<file path="src/rtl/core/bitfile_header_stripper_top_assert.svh">
// assertion macros for the bit file header stripper
`ifndef BITFILE_HEADER_STRIPPER_TOP_ASSERT_SVH
`define BITFILE_HEADER_STRIPPER_TOP_ASSERT_SVH

// same-cycle implication, checked outside reset
`define BHS_ASSERT_NOW(label, clk, rst, ante, cons) \
   label: assert property (@(posedge clk) disable iff (rst) (ante) |-> (cons)) \
      else $error("bhs assertion failed");

// next-cycle implication, checked outside reset
`define BHS_ASSERT_NEXT(label, clk, rst, ante, cons) \
   label: assert property (@(posedge clk) disable iff (rst) (ante) |=> (cons)) \
      else $error("bhs assertion failed");

`endif

</file>
<file path="src/rtl/core/bhs_pkg.sv">
// types and constants for the bit file header stripper
`timescale 1ns / 1ps

package bhs_pkg;

   localparam logic [7:0]  TYPE_NAME      = 8'h62;
   localparam logic [7:0]  TYPE_END       = 8'h65;
   localparam logic [16:0] END_SKIP_N     = 17'd4;
   localparam logic [16:0] PRE_EXTRA      = 17'd2;
   localparam logic [15:0] CAPACITY_RESET = 16'd80;

   localparam logic [1:0] KIND_HEADER = 2'd0;
   localparam logic [1:0] KIND_CHAR   = 2'd1;
   localparam logic [1:0] KIND_BYTE   = 2'd2;
   localparam logic [1:0] KIND_WORD   = 2'd3;

   localparam logic [1:0] STATUS_HEADER  = 2'd0;
   localparam logic [1:0] STATUS_PAYLOAD = 2'd1;
   localparam logic [1:0] STATUS_SHORT   = 2'd2;
   localparam logic [1:0] STATUS_LONG    = 2'd3;

   localparam logic [1:0] WORD_LAST_POS = 2'd3;

   typedef enum logic [9:0] {
      PH_PRE_HI   = 10'b00_0000_0001,
      PH_PRE_LO   = 10'b00_0000_0010,
      PH_PRE_SKIP = 10'b00_0000_0100,
      PH_TYPE     = 10'b00_0000_1000,
      PH_LEN_HI   = 10'b00_0001_0000,
      PH_LEN_LO   = 10'b00_0010_0000,
      PH_BODY     = 10'b00_0100_0000,
      PH_END_SKIP = 10'b00_1000_0000,
      PH_PAYLOAD  = 10'b01_0000_0000,
      PH_HALT     = 10'b10_0000_0000
   } phase_type;

   typedef struct packed {
      logic [1:0]  item_kind;
      logic [31:0] char_or_word;
      logic [1:0]  parse_status;
      logic        file_end;
      logic [31:0] payload_bytes;
      logic [31:0] byte_index;
   } result_type;

endpackage

</file>
<file path="src/rtl/core/bhs_ifs.sv">
// stream and register write interfaces of the bit file header stripper
`timescale 1ns / 1ps

interface bhs_req_if;
   logic       valid;
   logic       ready;
   logic [7:0] byte_in;
   logic       last_byte;
   modport source (output valid, output byte_in, output last_byte, input ready);
   modport sink (input valid, input byte_in, input last_byte, output ready);
endinterface

interface bhs_rsp_if;
   logic        valid;
   logic        ready;
   logic [1:0]  item_kind;
   logic [31:0] char_or_word;
   logic [1:0]  parse_status;
   logic        file_end;
   logic [31:0] payload_bytes;
   logic [31:0] byte_index;
   modport source (output valid, output item_kind, output char_or_word,
                   output parse_status, output file_end, output payload_bytes,
                   output byte_index, input ready);
   modport sink (input valid, input item_kind, input char_or_word,
                 input parse_status, input file_end, input payload_bytes,
                 input byte_index, output ready);
endinterface

interface bhs_csr_if;
   logic        valid;
   logic        ready;
   logic [15:0] ident_capacity;
   modport source (output valid, output ident_capacity, input ready);
   modport sink (input valid, input ident_capacity, output ready);
endinterface

</file>
<file path="src/rtl/core/bhs_parser.sv">
// header parse state and per-byte step logic
`timescale 1ns / 1ps
`include "bitfile_header_stripper_top_assert.svh"

module bhs_parser (
   input  logic               clock,
   input  logic               reset,
   input  logic               step,
   input  logic [7:0]         byte_in,
   input  logic               last_byte,
   input  logic [15:0]        ident_capacity,
   output bhs_pkg::result_type result
);
   import bhs_pkg::*;

   phase_type   phase_ff, phase_in;
   logic [16:0] skip_ff, skip_in;
   logic [15:0] len_ff, len_in;
   logic        class_ff, class_in;
   logic [23:0] shift_ff, shift_in;
   logic [1:0]  wpos_ff, wpos_in;
   logic [31:0] pay_ff, pay_in;
   logic [31:0] pos_ff, pos_in;
   logic [1:0]  err_ff, err_in;

   logic [1:0]  kind;
   logic [31:0] data;
   logic [1:0]  status;
   logic [16:0] skip_dec;

   assign skip_dec = skip_ff - 17'd1;

   always_comb begin
      phase_in = phase_ff;
      skip_in  = skip_ff;
      len_in   = len_ff;
      class_in = class_ff;
      shift_in = shift_ff;
      wpos_in  = wpos_ff;
      pay_in   = pay_ff;
      err_in   = err_ff;
      kind     = KIND_HEADER;
      data     = 32'd0;
      case (phase_ff)
         PH_PRE_HI: begin
            len_in   = {byte_in, 8'h00};
            phase_in = PH_PRE_LO;
         end
         PH_PRE_LO: begin
            len_in   = {len_ff[15:8], byte_in};
            skip_in  = {1'b0, len_ff[15:8], byte_in} + PRE_EXTRA;
            phase_in = PH_PRE_SKIP;
         end
         PH_PRE_SKIP: begin
            skip_in = skip_dec;
            if (skip_dec == 17'd0) begin
               phase_in = PH_TYPE;
            end
         end
         PH_TYPE: begin
            if (byte_in == TYPE_END) begin
               skip_in  = END_SKIP_N;
               phase_in = PH_END_SKIP;
            end else begin
               class_in = (byte_in == TYPE_NAME);
               phase_in = PH_LEN_HI;
            end
         end
         PH_LEN_HI: begin
            len_in   = {byte_in, 8'h00};
            phase_in = PH_LEN_LO;
         end
         PH_LEN_LO: begin
            len_in = {len_ff[15:8], byte_in};
            if (class_ff && ({len_ff[15:8], byte_in} >= ident_capacity)) begin
               err_in   = STATUS_LONG;
               phase_in = PH_HALT;
            end else if ({len_ff[15:8], byte_in} == 16'd0) begin
               phase_in = PH_TYPE;
            end else begin
               skip_in  = {1'b0, len_ff[15:8], byte_in};
               phase_in = PH_BODY;
            end
         end
         PH_BODY: begin
            if (class_ff) begin
               kind = KIND_CHAR;
               data = {24'd0, byte_in};
            end
            skip_in = skip_dec;
            if (skip_dec == 17'd0) begin
               phase_in = PH_TYPE;
            end
         end
         PH_END_SKIP: begin
            skip_in = skip_dec;
            if (skip_dec == 17'd0) begin
               phase_in = PH_PAYLOAD;
            end
         end
         PH_PAYLOAD: begin
            pay_in = pay_ff + 32'd1;
            if (wpos_ff == WORD_LAST_POS) begin
               kind     = KIND_WORD;
               data     = {shift_ff, byte_in};
               shift_in = 24'd0;
               wpos_in  = 2'd0;
            end else begin
               kind     = KIND_BYTE;
               data     = {24'd0, byte_in};
               shift_in = {shift_ff[15:0], byte_in};
               wpos_in  = wpos_ff + 2'd1;
            end
         end
         default: begin
         end
      endcase

      // end of file short of the payload
      if (last_byte && (err_in == STATUS_HEADER) && (phase_in != PH_PAYLOAD)) begin
         err_in = STATUS_SHORT;
      end

      if (err_in != STATUS_HEADER) begin
         status = err_in;
      end else if (phase_in == PH_PAYLOAD) begin
         status = STATUS_PAYLOAD;
      end else begin
         status = STATUS_HEADER;
      end

      pos_in = pos_ff + 32'd1;

      // file done: start over for the next file
      if (last_byte) begin
         phase_in = PH_PRE_HI;
         skip_in  = 17'd0;
         len_in   = 16'd0;
         class_in = 1'b0;
         shift_in = 24'd0;
         wpos_in  = 2'd0;
         pay_in   = 32'd0;
         pos_in   = 32'd0;
         err_in   = STATUS_HEADER;
      end
   end

   always_comb begin
      result.item_kind     = kind;
      result.char_or_word  = data;
      result.parse_status  = status;
      result.file_end      = last_byte;
      result.payload_bytes = (phase_ff == PH_PAYLOAD) ? pay_ff + 32'd1 : pay_ff;
      result.byte_index    = pos_ff;
   end

   always_ff @(posedge clock) begin
      if (reset) begin
         phase_ff <= PH_PRE_HI;
         skip_ff  <= 17'd0;
         len_ff   <= 16'd0;
         class_ff <= 1'b0;
         shift_ff <= 24'd0;
         wpos_ff  <= 2'd0;
         pay_ff   <= 32'd0;
         pos_ff   <= 32'd0;
         err_ff   <= STATUS_HEADER;
      end else if (step) begin
         phase_ff <= phase_in;
         skip_ff  <= skip_in;
         len_ff   <= len_in;
         class_ff <= class_in;
         shift_ff <= shift_in;
         wpos_ff  <= wpos_in;
         pay_ff   <= pay_in;
         pos_ff   <= pos_in;
         err_ff   <= err_in;
      end
   end

   `BHS_ASSERT_NEXT(a_last_restarts, clock, reset, step && last_byte, phase_ff == PH_PRE_HI && pos_ff == 32'd0 && pay_ff == 32'd0)
   `BHS_ASSERT_NEXT(a_index_counts, clock, reset, step && !last_byte, pos_ff == $past(pos_ff) + 32'd1)
   `BHS_ASSERT_NOW(a_word_in_payload, clock, reset, step && kind == KIND_WORD, status == STATUS_PAYLOAD)
   `BHS_ASSERT_NOW(a_char_in_header, clock, reset, step && kind == KIND_CHAR, status == STATUS_HEADER || status == STATUS_SHORT)

endmodule

</file>
<file path="src/rtl/core/bitfile_header_stripper_top.sv">
// bit file header stripper: input stage, parser and result register
// an accepted byte waits in the input stage; once the result register is free the parser
//   steps on it, and its result is registered in the result register and offered on rsp_ch
// throughput: one byte per cycle; while a result waits the input stage takes one more
//   byte, then stalls until the result transfers
// reset clears parse state, counters and both stages; ident_capacity returns to 80
`timescale 1ns / 1ps

module bitfile_header_stripper_top (
   input logic       clock,
   input logic       reset,
   bhs_req_if.sink   req_ch,
   bhs_rsp_if.source rsp_ch,
   bhs_csr_if.sink   csr_ch
);
   import bhs_pkg::*;

   logic        in_valid_ff, in_valid_in;
   logic [7:0]  in_byte_ff, in_byte_in;
   logic        in_last_ff, in_last_in;
   logic        rsp_valid_ff, rsp_valid_in;
   result_type  rsp_data_ff, rsp_data_in;
   logic [15:0] cap_ff, cap_in;

   logic        out_free;
   logic        step;
   logic        req_take;
   result_type  step_result;

   assign out_free      = !rsp_valid_ff || rsp_ch.ready;
   assign step          = in_valid_ff && out_free;
   assign req_ch.ready  = !in_valid_ff || out_free;
   assign req_take      = req_ch.valid && req_ch.ready;
   assign csr_ch.ready  = 1'b1;

   bhs_parser u_parser (
      .clock          (clock),
      .reset          (reset),
      .step           (step),
      .byte_in        (in_byte_ff),
      .last_byte      (in_last_ff),
      .ident_capacity (cap_ff),
      .result         (step_result)
   );

   always_comb begin
      in_valid_in  = in_valid_ff;
      in_byte_in   = in_byte_ff;
      in_last_in   = in_last_ff;
      rsp_valid_in = rsp_valid_ff;
      rsp_data_in  = rsp_data_ff;
      cap_in       = cap_ff;
      if (req_take) begin
         in_valid_in = 1'b1;
         in_byte_in  = req_ch.byte_in;
         in_last_in  = req_ch.last_byte;
      end else if (step) begin
         in_valid_in = 1'b0;
      end
      if (step) begin
         rsp_valid_in = 1'b1;
         rsp_data_in  = step_result;
      end else if (rsp_ch.ready) begin
         rsp_valid_in = 1'b0;
      end
      if (csr_ch.valid) begin
         cap_in = csr_ch.ident_capacity;
      end
   end

   always_ff @(posedge clock) begin
      if (reset) begin
         in_valid_ff  <= 1'b0;
         rsp_valid_ff <= 1'b0;
         cap_ff       <= CAPACITY_RESET;
      end else begin
         in_valid_ff  <= in_valid_in;
         rsp_valid_ff <= rsp_valid_in;
         cap_ff       <= cap_in;
      end
   end

   always_ff @(posedge clock) begin
      in_byte_ff  <= in_byte_in;
      in_last_ff  <= in_last_in;
      rsp_data_ff <= rsp_data_in;
   end

   assign rsp_ch.valid         = rsp_valid_ff;
   assign rsp_ch.item_kind     = rsp_data_ff.item_kind;
   assign rsp_ch.char_or_word  = rsp_data_ff.char_or_word;
   assign rsp_ch.parse_status  = rsp_data_ff.parse_status;
   assign rsp_ch.file_end      = rsp_data_ff.file_end;
   assign rsp_ch.payload_bytes = rsp_data_ff.payload_bytes;
   assign rsp_ch.byte_index    = rsp_data_ff.byte_index;

endmodule
</file>
<file path="src/flat_wrapper.sv">
// flat-port wrapper written by rule: the top's interface ports become plain ports
module bitfile_header_stripper_top_flat import bhs_pkg::*;
  (clock, reset, req_ch_valid, req_ch_byte_in, req_ch_last_byte, req_ch_ready, rsp_ch_valid, rsp_ch_item_kind, rsp_ch_char_or_word, rsp_ch_parse_status, rsp_ch_file_end, rsp_ch_payload_bytes, rsp_ch_byte_index, rsp_ch_ready, csr_ch_valid, csr_ch_ident_capacity, csr_ch_ready);
  bhs_req_if req_ch_i ();
  bhs_rsp_if rsp_ch_i ();
  bhs_csr_if csr_ch_i ();
  input logic clock;
  input logic reset;
  input wire logic [$bits(req_ch_i.valid)-1:0] req_ch_valid;
  input wire logic [$bits(req_ch_i.byte_in)-1:0] req_ch_byte_in;
  input wire logic [$bits(req_ch_i.last_byte)-1:0] req_ch_last_byte;
  output wire logic [$bits(req_ch_i.ready)-1:0] req_ch_ready;
  output wire logic [$bits(rsp_ch_i.valid)-1:0] rsp_ch_valid;
  output wire logic [$bits(rsp_ch_i.item_kind)-1:0] rsp_ch_item_kind;
  output wire logic [$bits(rsp_ch_i.char_or_word)-1:0] rsp_ch_char_or_word;
  output wire logic [$bits(rsp_ch_i.parse_status)-1:0] rsp_ch_parse_status;
  output wire logic [$bits(rsp_ch_i.file_end)-1:0] rsp_ch_file_end;
  output wire logic [$bits(rsp_ch_i.payload_bytes)-1:0] rsp_ch_payload_bytes;
  output wire logic [$bits(rsp_ch_i.byte_index)-1:0] rsp_ch_byte_index;
  input wire logic [$bits(rsp_ch_i.ready)-1:0] rsp_ch_ready;
  input wire logic [$bits(csr_ch_i.valid)-1:0] csr_ch_valid;
  input wire logic [$bits(csr_ch_i.ident_capacity)-1:0] csr_ch_ident_capacity;
  output wire logic [$bits(csr_ch_i.ready)-1:0] csr_ch_ready;
  assign req_ch_i.valid = req_ch_valid;
  assign req_ch_i.byte_in = req_ch_byte_in;
  assign req_ch_i.last_byte = req_ch_last_byte;
  assign req_ch_ready = req_ch_i.ready;
  assign rsp_ch_valid = rsp_ch_i.valid;
  assign rsp_ch_item_kind = rsp_ch_i.item_kind;
  assign rsp_ch_char_or_word = rsp_ch_i.char_or_word;
  assign rsp_ch_parse_status = rsp_ch_i.parse_status;
  assign rsp_ch_file_end = rsp_ch_i.file_end;
  assign rsp_ch_payload_bytes = rsp_ch_i.payload_bytes;
  assign rsp_ch_byte_index = rsp_ch_i.byte_index;
  assign rsp_ch_i.ready = rsp_ch_ready;
  assign csr_ch_i.valid = csr_ch_valid;
  assign csr_ch_i.ident_capacity = csr_ch_ident_capacity;
  assign csr_ch_ready = csr_ch_i.ready;
  bitfile_header_stripper_top u_core (.clock(clock), .reset(reset), .req_ch(req_ch_i), .rsp_ch(rsp_ch_i), .csr_ch(csr_ch_i));
endmodule
</file>
<file path="config.mk">
export PLATFORM = sky130hd
export DESIGN_NAME = bitfile_header_stripper_top_flat
export DESIGN_NICKNAME = d
export VERILOG_FILES = /design/src/rtl/core/bhs_pkg.sv /design/src/rtl/core/bhs_ifs.sv /design/src/rtl/core/bhs_parser.sv /design/src/rtl/core/bitfile_header_stripper_top.sv /design/src/flat_wrapper.sv
export VERILOG_INCLUDE_DIRS = /design/src /design/src/rtl/core
export SDC_FILE = /design/constraint.sdc
export NUM_CORES = 1
export LEC_CHECK = 0
export BUFFER_PORTS_ARGS = -buffer_cell sky130_fd_sc_hd__buf_4
export CAP_MARGIN = 20
export CORE_ASPECT_RATIO = 1.75
export CORE_UTILIZATION = 35
export CTS_CLUSTER_DIAMETER = 80
export DETAILED_ROUTE_END_ITERATION = 8
export PLACE_DENSITY = 0.53
export SETUP_SLACK_MARGIN = 0.3
export SLEW_MARGIN = 40
export SYNTH_ARGS = -nofsm -noshare
export SYNTH_HDL_FRONTEND = slang
export SYNTH_SLANG_ARGS = --single-unit
</file>
<file path="constraint.sdc">
create_clock -name clock -period 7.3 [get_ports clock]
set_input_delay 0.365 -clock clock [delete_from_list [all_inputs] [get_ports clock]]
set_output_delay 0.365 -clock clock [all_outputs]
set_load 0.005 [all_outputs]
</file>
; Yosys cells after proc, flatten, opt, wreduce, memory -nomap -nowiden
; Cells that the tools add are included.
[classes]
n_addsub = 5
multipliers = 0
div = 0
order_cmp = 1
eq_ne = 19
shifts = 0
muxes = 42
bitwise_logic = 0
reduce_logical = 27
[ops]
columns = cell, count
row1 = 32-bit 2-to-1 mux, 4
row2 = 24-bit 2-to-1 mux, 3
row3 = 10-bit case mux with 7 select lines, 1
row4 = 17-bit 2-to-1 mux, 4
row5 = 17-bit case mux with 4 select lines, 1
row6 = 32-bit by 1-bit adder with 32-bit output (second input constant), 2
row7 = 32-bit case mux with 2 select lines, 1
row8 = 10-bit 2-to-1 mux, 4
row9 = 16-bit case mux with 2 select lines, 1
row10 = 10-bit by 9-bit equality test with 1-bit output (second input constant), 2
row11 = 16-bit by 2-bit adder with 17-bit output (second input constant), 1
row12 = 17-bit zero test, 1
row13 = 17-bit by 1-bit subtractor with 17-bit output (second input constant), 1
row14 = 8-bit by 7-bit equality test with 1-bit output (second input constant), 2
row15 = 16-bit >= comparator, 1
row16 = 16-bit zero test, 1
row17 = 16-bit 2-to-1 mux, 1
row18 = 2-bit 2-to-1 mux, 8
row19 = 8-bit 2-to-1 mux, 2
row20 = 2-bit nonzero test, 6
row21 = 10-bit by 1-bit equality test with 1-bit output (second input constant), 1
row22 = 10-bit by 2-bit equality test with 1-bit output (second input constant), 1
row23 = 10-bit by 3-bit equality test with 1-bit output (second input constant), 1
row24 = 10-bit by 4-bit equality test with 1-bit output (second input constant), 1
row25 = other kinds (22), 43
[totals]
register_bits = 256
latch_bits = 0
ramBits = 0
mem_bits_ro = 0
input_bits = 30
output_inout_bits = 104
elab_cells = 114
n_memories = 0

; Logic depth before layout (Yosys ltp)
; Gate-level depths: netlist of run 1.
[logic_depth]
ltp_word = 10
depth_mapped = 10
ltp_nobuf = 9

; Modules after synthesis
; From an unflattened synthesis of run 1, not the netlist that was laid out.
[unflattened]
hier_cells = 1138
hier_area_um2 = 11493.5
[modules_own_cells]
columns = module, n_inst, cells_per_inst, area_per_inst_um2, seq_area_each_um2
row1 = bhs_parser, 1, 964, 7511.0, 2562.5
row2 = bitfile_header_stripper_top, 1, 174, 3982.6, 3663.5

; Least setup slack after synthesis of run 1
; Ideal clock, no wire load.
[synth_path]
path_kind = input to register
start = input port rsp_ch_ready
end = register u_core.u_parser.pay_ff[11]
setup_ps = 128
arrival_ps = 4222
t_required_ps = 7172
path_slack_ps = 2950
path_stages = 7
n_path_buf = 1
cell_sequence = nand2b_1 nand2_1 inv_2 clkbuf_1 o21ai_0 a21oi_1 nor2_1
[synth_between]
elab_chain_cells = 2
[synth_lines]
columns = item, line
row1 = "start, declared", flat_wrapper.sv:20  ; input wire logic [$bits(rsp_ch_i.ready)-1:0] rsp_ch_ready;
row2 = 1-bit logical OR, bitfile_header_stripper_top.sv:30  ; assign out_free = !rsp_valid_ff || rsp_ch.ready;
row3 = 1-bit logical AND, bitfile_header_stripper_top.sv:31  ; assign step = in_valid_ff && out_free;
row4 = "end signal, assigned", bhs_parser.sv:175  ; pay_ff <= pay_in;
row5 = "end, declared", bhs_parser.sv:22  ; logic [31:0] pay_ff, pay_in;
; No other way between the ends.
; A chain may end at the register's enable or synchronous reset.

; Worst setup path in the final report of run 1
[layout_path]
start = register u_core.u_parser.phase_ff[2]
end = register u_core.u_parser.skip_ff[9]
[layout_between]
elab_chain_cells = 4
elab_cells_between_ends = 14
cone_classes = 9 x eq/ne / 2 x mux / 3 x reduce/logical
[layout_lines]
columns = item, line
row1 = "start, declared", bhs_parser.sv:16  ; phase_type phase_ff, phase_in;
row2 = "start signal, assigned", bhs_parser.sv:169  ; phase_ff <= phase_in;
row3 = 10-bit by 8-bit equality test with 1-bit output (tied with other cells), bhs_parser.sv:44  ; case (phase_ff)
row4 = 3-bit OR reduction (no source line), -
row5 = 5-bit nonzero test (no source line) / 17-bit case mux with 4 select lines (equally long branches), -
row6 = 5-bit AND reduction (no source line) / 17-bit 2-to-1 mux (equally long branches), -
row7 = "end signal, assigned", bhs_parser.sv:170  ; skip_ff <= skip_in;
row8 = "end, declared", bhs_parser.sv:17  ; logic [16:0] skip_ff, skip_in;
; Parallel ways exist; a longest one is shown, timed or not.

==> results of run 1 <==
[worst paths after layout]
check,from,endpoint,cells past startpoint
setup / recovery,u_core.u_parser.phase_ff[2],u_core.u_parser.skip_ff[9],6
hold / removal,req_ch_byte_in[0],u_core.in_byte_ff[0],1
setup reg to reg,u_core.u_parser.phase_ff[2],u_core.u_parser.skip_ff[9],6
hold reg to reg,u_core.u_parser.shift_ff[22],u_core.u_parser.shift_ff[22],2
[what timing repair did]
item | CTS | global route
gates resized for setup | 0 | 0
hold endpoints to repair | 8 | 0
hold buffers | 8 | 0
[cell families after synthesis]
family | count (synthesis)
buffers and inverters | 107
adder cells (fa/ha/maj) | 22
multiplexers | 17
AND/OR/NAND/NOR | 498
AO/OA/AOI/OAI | 245
XOR/XNOR | 70
flip-flops | 256
other | 1
[power groups by stage]
stage	combinational, uW	clock [uW]	sequential (uW)
after floorplan	112	0	1590
after global placement	207	0	1600
after detailed placement	209	0	1600
after CTS	212	1330	1570
after global routing	231	1380	1570
final	210	1290	1570
[worst max-delay path: stages (launching register included)]
cell     delay, ns
dfxtp_1       0.39
or4_4         0.66
or4_1         0.76
nor2_1        0.17
o31a_1        0.62
or2_1         0.49
mux2_2        0.39
[state kept, by name, indices dropped and copies added (netlist names)]
register and flops:
u_core.rsp_ch.valid 1, u_core.u_parser.len_ff 8, u_core.u_parser.pos_ff 32, u_core.u_parser.wpos_ff 2, u_core.rsp_ch.file_end 1, u_core.u_parser.shift_ff 24
u_core.in_byte_ff 8, u_core.rsp_ch.char_or_word 32, u_core.u_parser.class_ff 1, u_core.rsp_ch.payload_bytes 32, u_core.rsp_ch.item_kind 2, u_core.rsp_ch.parse_status 2
u_core.in_valid_ff 1, u_core.cap_ff 16, u_core.in_last_ff 1, u_core.rsp_ch.byte_index 32, u_core.u_parser.phase_ff 10, u_core.u_parser.err_ff 2
u_core.u_parser.pay_ff 32, u_core.u_parser.skip_ff 17
[Yosys cell counts, types with 11 or more instances]
cell type,count
a21oi_1,82
a22oi_1,12
a31oi_1,12
and3_1,42
clkbuf_1,58
dfxtp_1,146
edfxtp_1,110
ha_1,22
inv_1,34
mux2i_1,14
nand2_1,106
nand3_1,60
nand4_1,27
nor2_1,118
nor2b_1,15
nor3_1,29
nor4_1,25
o211ai_1,15
o21ai_0,58
or3_1,16
or4_1,11
xnor2_1,34
xor2_1,36
[stage by stage]
stage / instance area [um2] / instances / util [%] / setup slack (ns) / power (uW)
after floorplan: 11800 / 1216 / - / 2.95 / 1700
after global placement: 13100 / 1701 / 39.8 / 3.79 / 1800
after detailed placement: 13200 / 1701 / 39.9 / 3.78 / 1810
after CTS: 14000 / 1754 / 42.5 / 3.76 / 3110
after global routing: 14000 / 1754 / 42.5 / 3.60 / 3170
final: 14000 / 1754 / 42.5 / 3.70 / 3060
[per-layer routing]
| metal | up-vias | part of all wire [%] | routed length, um |
|---|---|---|---|
| li1 | 4664 | - | - |
| met1 | 4646 | 35 | 12200 |
| met2 | 277 | 54 | 18500 |
| met3 | 106 | 4.3 | 1480 |
| met4 | 0 | 6.6 | 2260 |
| met5 | - | 0 | 0 |
[area by class of cell]
| class | count | area share, % |
|---|---|---|
| flip-flops and latches | 256 | 44.3 |
| multi-input cells | 853 | 36.8 |
| repair buffers | 159 | 8.64 |
| clock buffers | 32 | 4.64 |
| well taps | 405 | 3.61 |
| clock inverters | 13 | 1.05 |
| inverters | 36 | 0.980 |
==> reports/qor.yml, run 1 <==
status:
  outcome: "complete, no violations"
power_and_ir_drop:
  power.share.clock_pct: 42.1
  power.switching_fraction_pct: 23.1
  p_leak_uw: 0.00509
  cellInternalPower_uw: 2360
  max-vdd-ir-drop_v: 0.000153
  netSwitchingPower_uw: 708
  p_per_area_nw_per_um2: 218
  power_frac_seq_pct: 51.1
  combinationalPowerShare_pct: 6.9
flow_run:
  drv.max_cap_violation_count: 0
timing:
  finalClockSkew_ns: 0.0196
  sum_of_negative_setup_slack_ns: 0
  worst_hold_slack_ns: 0.0222
  hold_violations: 0
  worst_pin_slew_ns: 0.905
  rsz0062_at_grt: "no"
  fin_crit_ns: 3.60
  maxSlewViolCount: 0
  setup_violation_total_in_the_final_timing_report: 0
  timing.slew.headroom_pct: 39.7
  max_freq_mhz: 278
  final.period_utilization_pct: 49.3
finish:
  antenna_cells_inserted: 0
  area_growth_pct: 19.2
  final_net_count: 1383
  ff_latch_area_um2: 6230
  drive_above_1_share_pct: 15.6
  multi_input_area_um2: 5160
  mostFrequentLayoutCells: "buf_4, dfxtp_1, nor2_1, edfxtp_1, nand2_1"
  fillers: 3256
  mostFrequentLayoutCell: "buf_4"
yosys:
  synth.distinct_cells: 73
  yosys.area_share.xor_xnor_pct: 5.20
  yosys.area_share.simple_pct: 21.6
  synth-seq-cells: 256
  yosys-top-cells-area: "edfxtp_1, dfxtp_1, nor2_1"
  ys_dominant_reg_cell: "dfxtp_1"
  synth_adder_area_share_pct: 2.33
  muxShareOfSynthArea_pct: 1.48
  synth_compound_gate_area_share_pct: 12.9
  mappedNetlistNets: 1268
  mean_cell_area_of_the_mapped_netlist_um2: 9.69
  netlist_area_um2: 11800
  ys.warnings.count: 0
  synth_top_area_share_pct: 28.0
  synth.largest_area_cell: "edfxtp_1"
  postSynth.asyncResetShare_pct: 0
  count_of_flip_flops_with_a_built_in_enable_after_synthesis: 110
  post_synth_inst_count: 1216
  yosysSeqAreaShare_pct: 52.8
  synth_top_family_by_area: "simple AND/OR/NAND/NOR gates"
drt:
  detail_route.first_pass.iterations: 5
  drt_iter0_drc: 600
  vias_cell: 5.53
  detail-route-antenna-nets: 0
  wl_per_cell_um: 19.6
  routed_wl_mm: 34.4
  via_count: 9693
  detail_route.drc_violations: 0
placed_design:
  io_buffer_count: 132
  gp_routability_congestion: 0.918
  detailed_place_hpwl_mm: 24.8
setup_path:
  worstSetupPathType: "reg -> reg"
  required_ns: 7.72
  critPathLaunchType: "flip-flop"
  timing.critical_path.arrival_ns: 4.02
  worstSetupEndpointType: "flip-flop"
  crit_path_max_fanout: 15
  reg2reg_slack_ns: 3.70
floorplan:
  row_count: 88
  floorplan.die_area_um2: 34400
  floorplan.initialDensity_pct: 35.7
  design.core.area_um2: 33000
  floorplan.die.height_um: 245
  fp.dieW_um: 141
  design.portCount: 134
global_routing:
  first_global_vias: 9598
  grt_start_max_net_pins: 57
  grt_overflow_total: 0
  met2_routing_resource_usage_after_global_routing_pct: 38.4
  first_pass_grt_wire_length_mm: 53.2
  groute.usage.overall_pct: 20.0
  globalRouteMet1Util_pct: 19.8
  globalRoute.busiestLayer: "met2"
  use_met3_pct: 2.46
  antenna_violations_before_repair: 0
clock_tree:
  ctsRootBufferMaster: "clkbuf_16"
  cts-htree-levels: 1
  clkLatencyLatePin_ns: 0.54
  tritoncts_sink_count: 256
  cts_tree: "built"
  cts-buffers-inserted: 25
  cts_setup_buffers: 0
  cts.clk_slew.worst_paths_ns: 0.06
  clk_path_buf_depth: 3
worst_hold_path:
  worstHoldPathType: "in -> reg"
(Power assumes the default switching activity.)
==> run 2: changes to the inputs <==
PLACE_DENSITY = 0.55   (was 0.53)
clock period = 3.2 ns   (was 7.3 ns; I/O delays follow)
==> reports/qor.yml, run 2 (same netlist as run 1, synthesis figures left out) <==
setup_path:
  worstSetupEndpointType: "flip-flop"
  reg2regPathDepth: 12
  critPathLaunchType: "flip-flop"
  worstSetupPathType: "reg -> reg"
  critical_path.reg2reg.startpoint: "u_core.u_parser.skip_ff[0]"
  required_ns: 3.50
  worstReg2RegEnd: "u_core.rsp_ch.parse_status[1]"
  timing.critical_path.arrival_ns: 3.11
  reg2reg_slack_ns: 0.39
  crit_path_max_fanout: 11
clock_tree:
  cts-buffers-inserted: 25
  clkLatencyLatePin_ns: 0.55
  tritoncts_sink_count: 256
  cts_tree: "built"
  cts.clk_slew.worst_paths_ns: 0.07
  cts-htree-levels: 1
  clk_path_buf_depth: 3
  ctsRootBufferMaster: "clkbuf_16"
floorplan:
  floorplan.die_area_um2: 34400
  fp.dieW_um: 141
  design.core.area_um2: 33000
  floorplan.initialDensity_pct: 35.7
  floorplan.die.height_um: 245
  design.portCount: 134
  row_count: 88
power_and_ir_drop:
  max-vdd-ir-drop_v: 0.000307
  p_per_area_nw_per_um2: 487
  p_leak_uw: 0.00544
worst_hold_path:
  origin_of_the_worst_min_delay_path: "csr_ch_valid"
  hold-path-cell-count: 3
  hold_path_end: "u_core.cap_ff[6]"
  worstHoldPathType: "in -> reg"
timing:
  setup_ws_ns: 0.389
  maxSlewViolCount: 0
  timing.slew.headroom_pct: 48.2
  worst_pin_slew_ns: 0.773
  max_freq_mhz: 356
  setup_violation_total_in_the_final_timing_report: 0
  final.period_utilization_pct: 87.8
  sum_of_negative_setup_slack_ns: 0
  hold_violations: 0
  finalClockSkew_ns: 0.0179
  rsz0062_at_grt: "yes"
  fin_crit_ns: 2.81
global_routing:
  grt_overflow_total: 0
  grt_start_max_net_pins: 97
  first_pass_grt_wire_length_mm: 54.3
  groute.usage.overall_pct: 20.4
  first_global_vias: 9984
  antenna_violations_before_repair: 0
drt:
  detail-route-antenna-nets: 0
  vias_cell: 5.48
  via_count: 9985
  drt_iter0_drc: 558
  detail_route.first_pass.iterations: 5
  detail_route.drc_violations: 0
  wl_per_cell_um: 19.2
  routed_wl_mm: 34.9
placed_design:
  gp_routability_congestion: 0.961
  detailed_place_hpwl_mm: 25.4
  place_worst_setup_slack_ns: 0.138
  dp_cells: 1745
  io_buffer_count: 132
  placedInstanceArea_um2: 13500
finish:
  antenna_cells_inserted: 0
  final_instance_area_um2: 14700
  area_growth_pct: 24.6
  drive_above_1_share_pct: 18.6
  mostFrequentLayoutCells: "buf_4, dfxtp_1, nor2_1, edfxtp_1, nand2_1"
  finish.cell_count_without_fillers: 1822
  final_net_count: 1450
  mostFrequentLayoutCell: "buf_4"
flow_run:
  drv.max_cap_violation_count: 0
status:
  outcome: "complete, no violations"
==> run 2: changes by cell type in the layout (fill, tap and decap cells not counted), moves of 2 or more <==
| cell | change |
|---|---|
| clkbuf_1 | +3 |
| dlygate4sd3_1 | +22 |
| inv_6 | +2 |
| clkinvlp_4 | -3 |
| nor4_2 | +2 |
| clkinv_1 | -2 |
| dfxtp_1 | -2 |
| nor4_1 | -3 |
| clkbuf_8 | +3 |
| buf_4 | +43 |
| dfxtp_2 | +2 |
==> run 2: layout make-up <==
| cell class | count | area, um2 |
|---|---|---|
| timing repair buffer | 226 | 1790 |
| inverter | 36 | 138 |
| tap | 405 | 507 |
| sequential | 256 | 6230 |
| clock buffer | 38 | 704 |
| clock inverter | 8 | 121 |
| multi-input combinational | 853 | 5200 |
| fill | 3237 | 18300 |
==> run 2: timing repair <==
action,4_1_cts,5_1_grt
setup endpoints to repair,19,31
hold endpoints to repair,28,0
pin swaps,0,4
buffers inserted,0,1
gates resized for setup,4,10
hold buffers,30,0
==> run 2: stage by stage <==
step,hold WS [ns],utilization (%),total power (uW)
global placement,0.341,40.8,4150
detailed placement,0.340,40.9,4160
finish,0.0472,44.5,7150
floorplan,0.259,-,3870
global route,0.0308,44.5,7430
CTS,0.0161,44.3,7260
==> run 2: worst max-delay path, stage by stage, from the launching register on <==
cell	delay (ns)
dfxtp_2	0.40
inv_1	0.06
ha_1	0.21
nor3b_1	0.14
buf_4	0.19
nor4b_2	0.26
o21ai_1	0.12
a2111oi_2	0.30
buf_4	0.22
a31oi_1	0.11
nor4_2	0.34
buf_4	0.18
a21oi_1	0.03
==> run 2: routing by layer <==
metal,global-route usage [%],up-vias,wire (um)
li1,-,4799,-
met1,20.5,4769,12400
met2,38.7,308,19000
met3,2.67,109,1370
met4,13.5,0,2120
met5,0,-,0
==> run 2: power by group <==
group | internal (uW) | switching [uW]
registers | 3490 | 60.7
logic | 244 | 313
clock network | 1760 | 1280
total | 5500 | 1650
==> run 2: worst max path at each step <==
stage,startpoint,to,slack (ns),cells past startpoint
floorplan,u_core.u_parser.phase_ff[2],u_core.rsp_ch.parse_status[0],0.57,9
global placement,u_core.u_parser.phase_ff[4],u_core.rsp_ch.parse_status[1],0.15,8
detailed placement,u_core.u_parser.skip_ff[0],u_core.rsp_ch.parse_status[1],0.14,12
CTS,u_core.u_parser.skip_ff[0],u_core.rsp_ch.parse_status[1],0.31,12
global route,u_core.u_parser.skip_ff[0],u_core.rsp_ch.parse_status[1],0.25,12
finish,u_core.u_parser.skip_ff[0],u_core.rsp_ch.parse_status[1],0.39,12
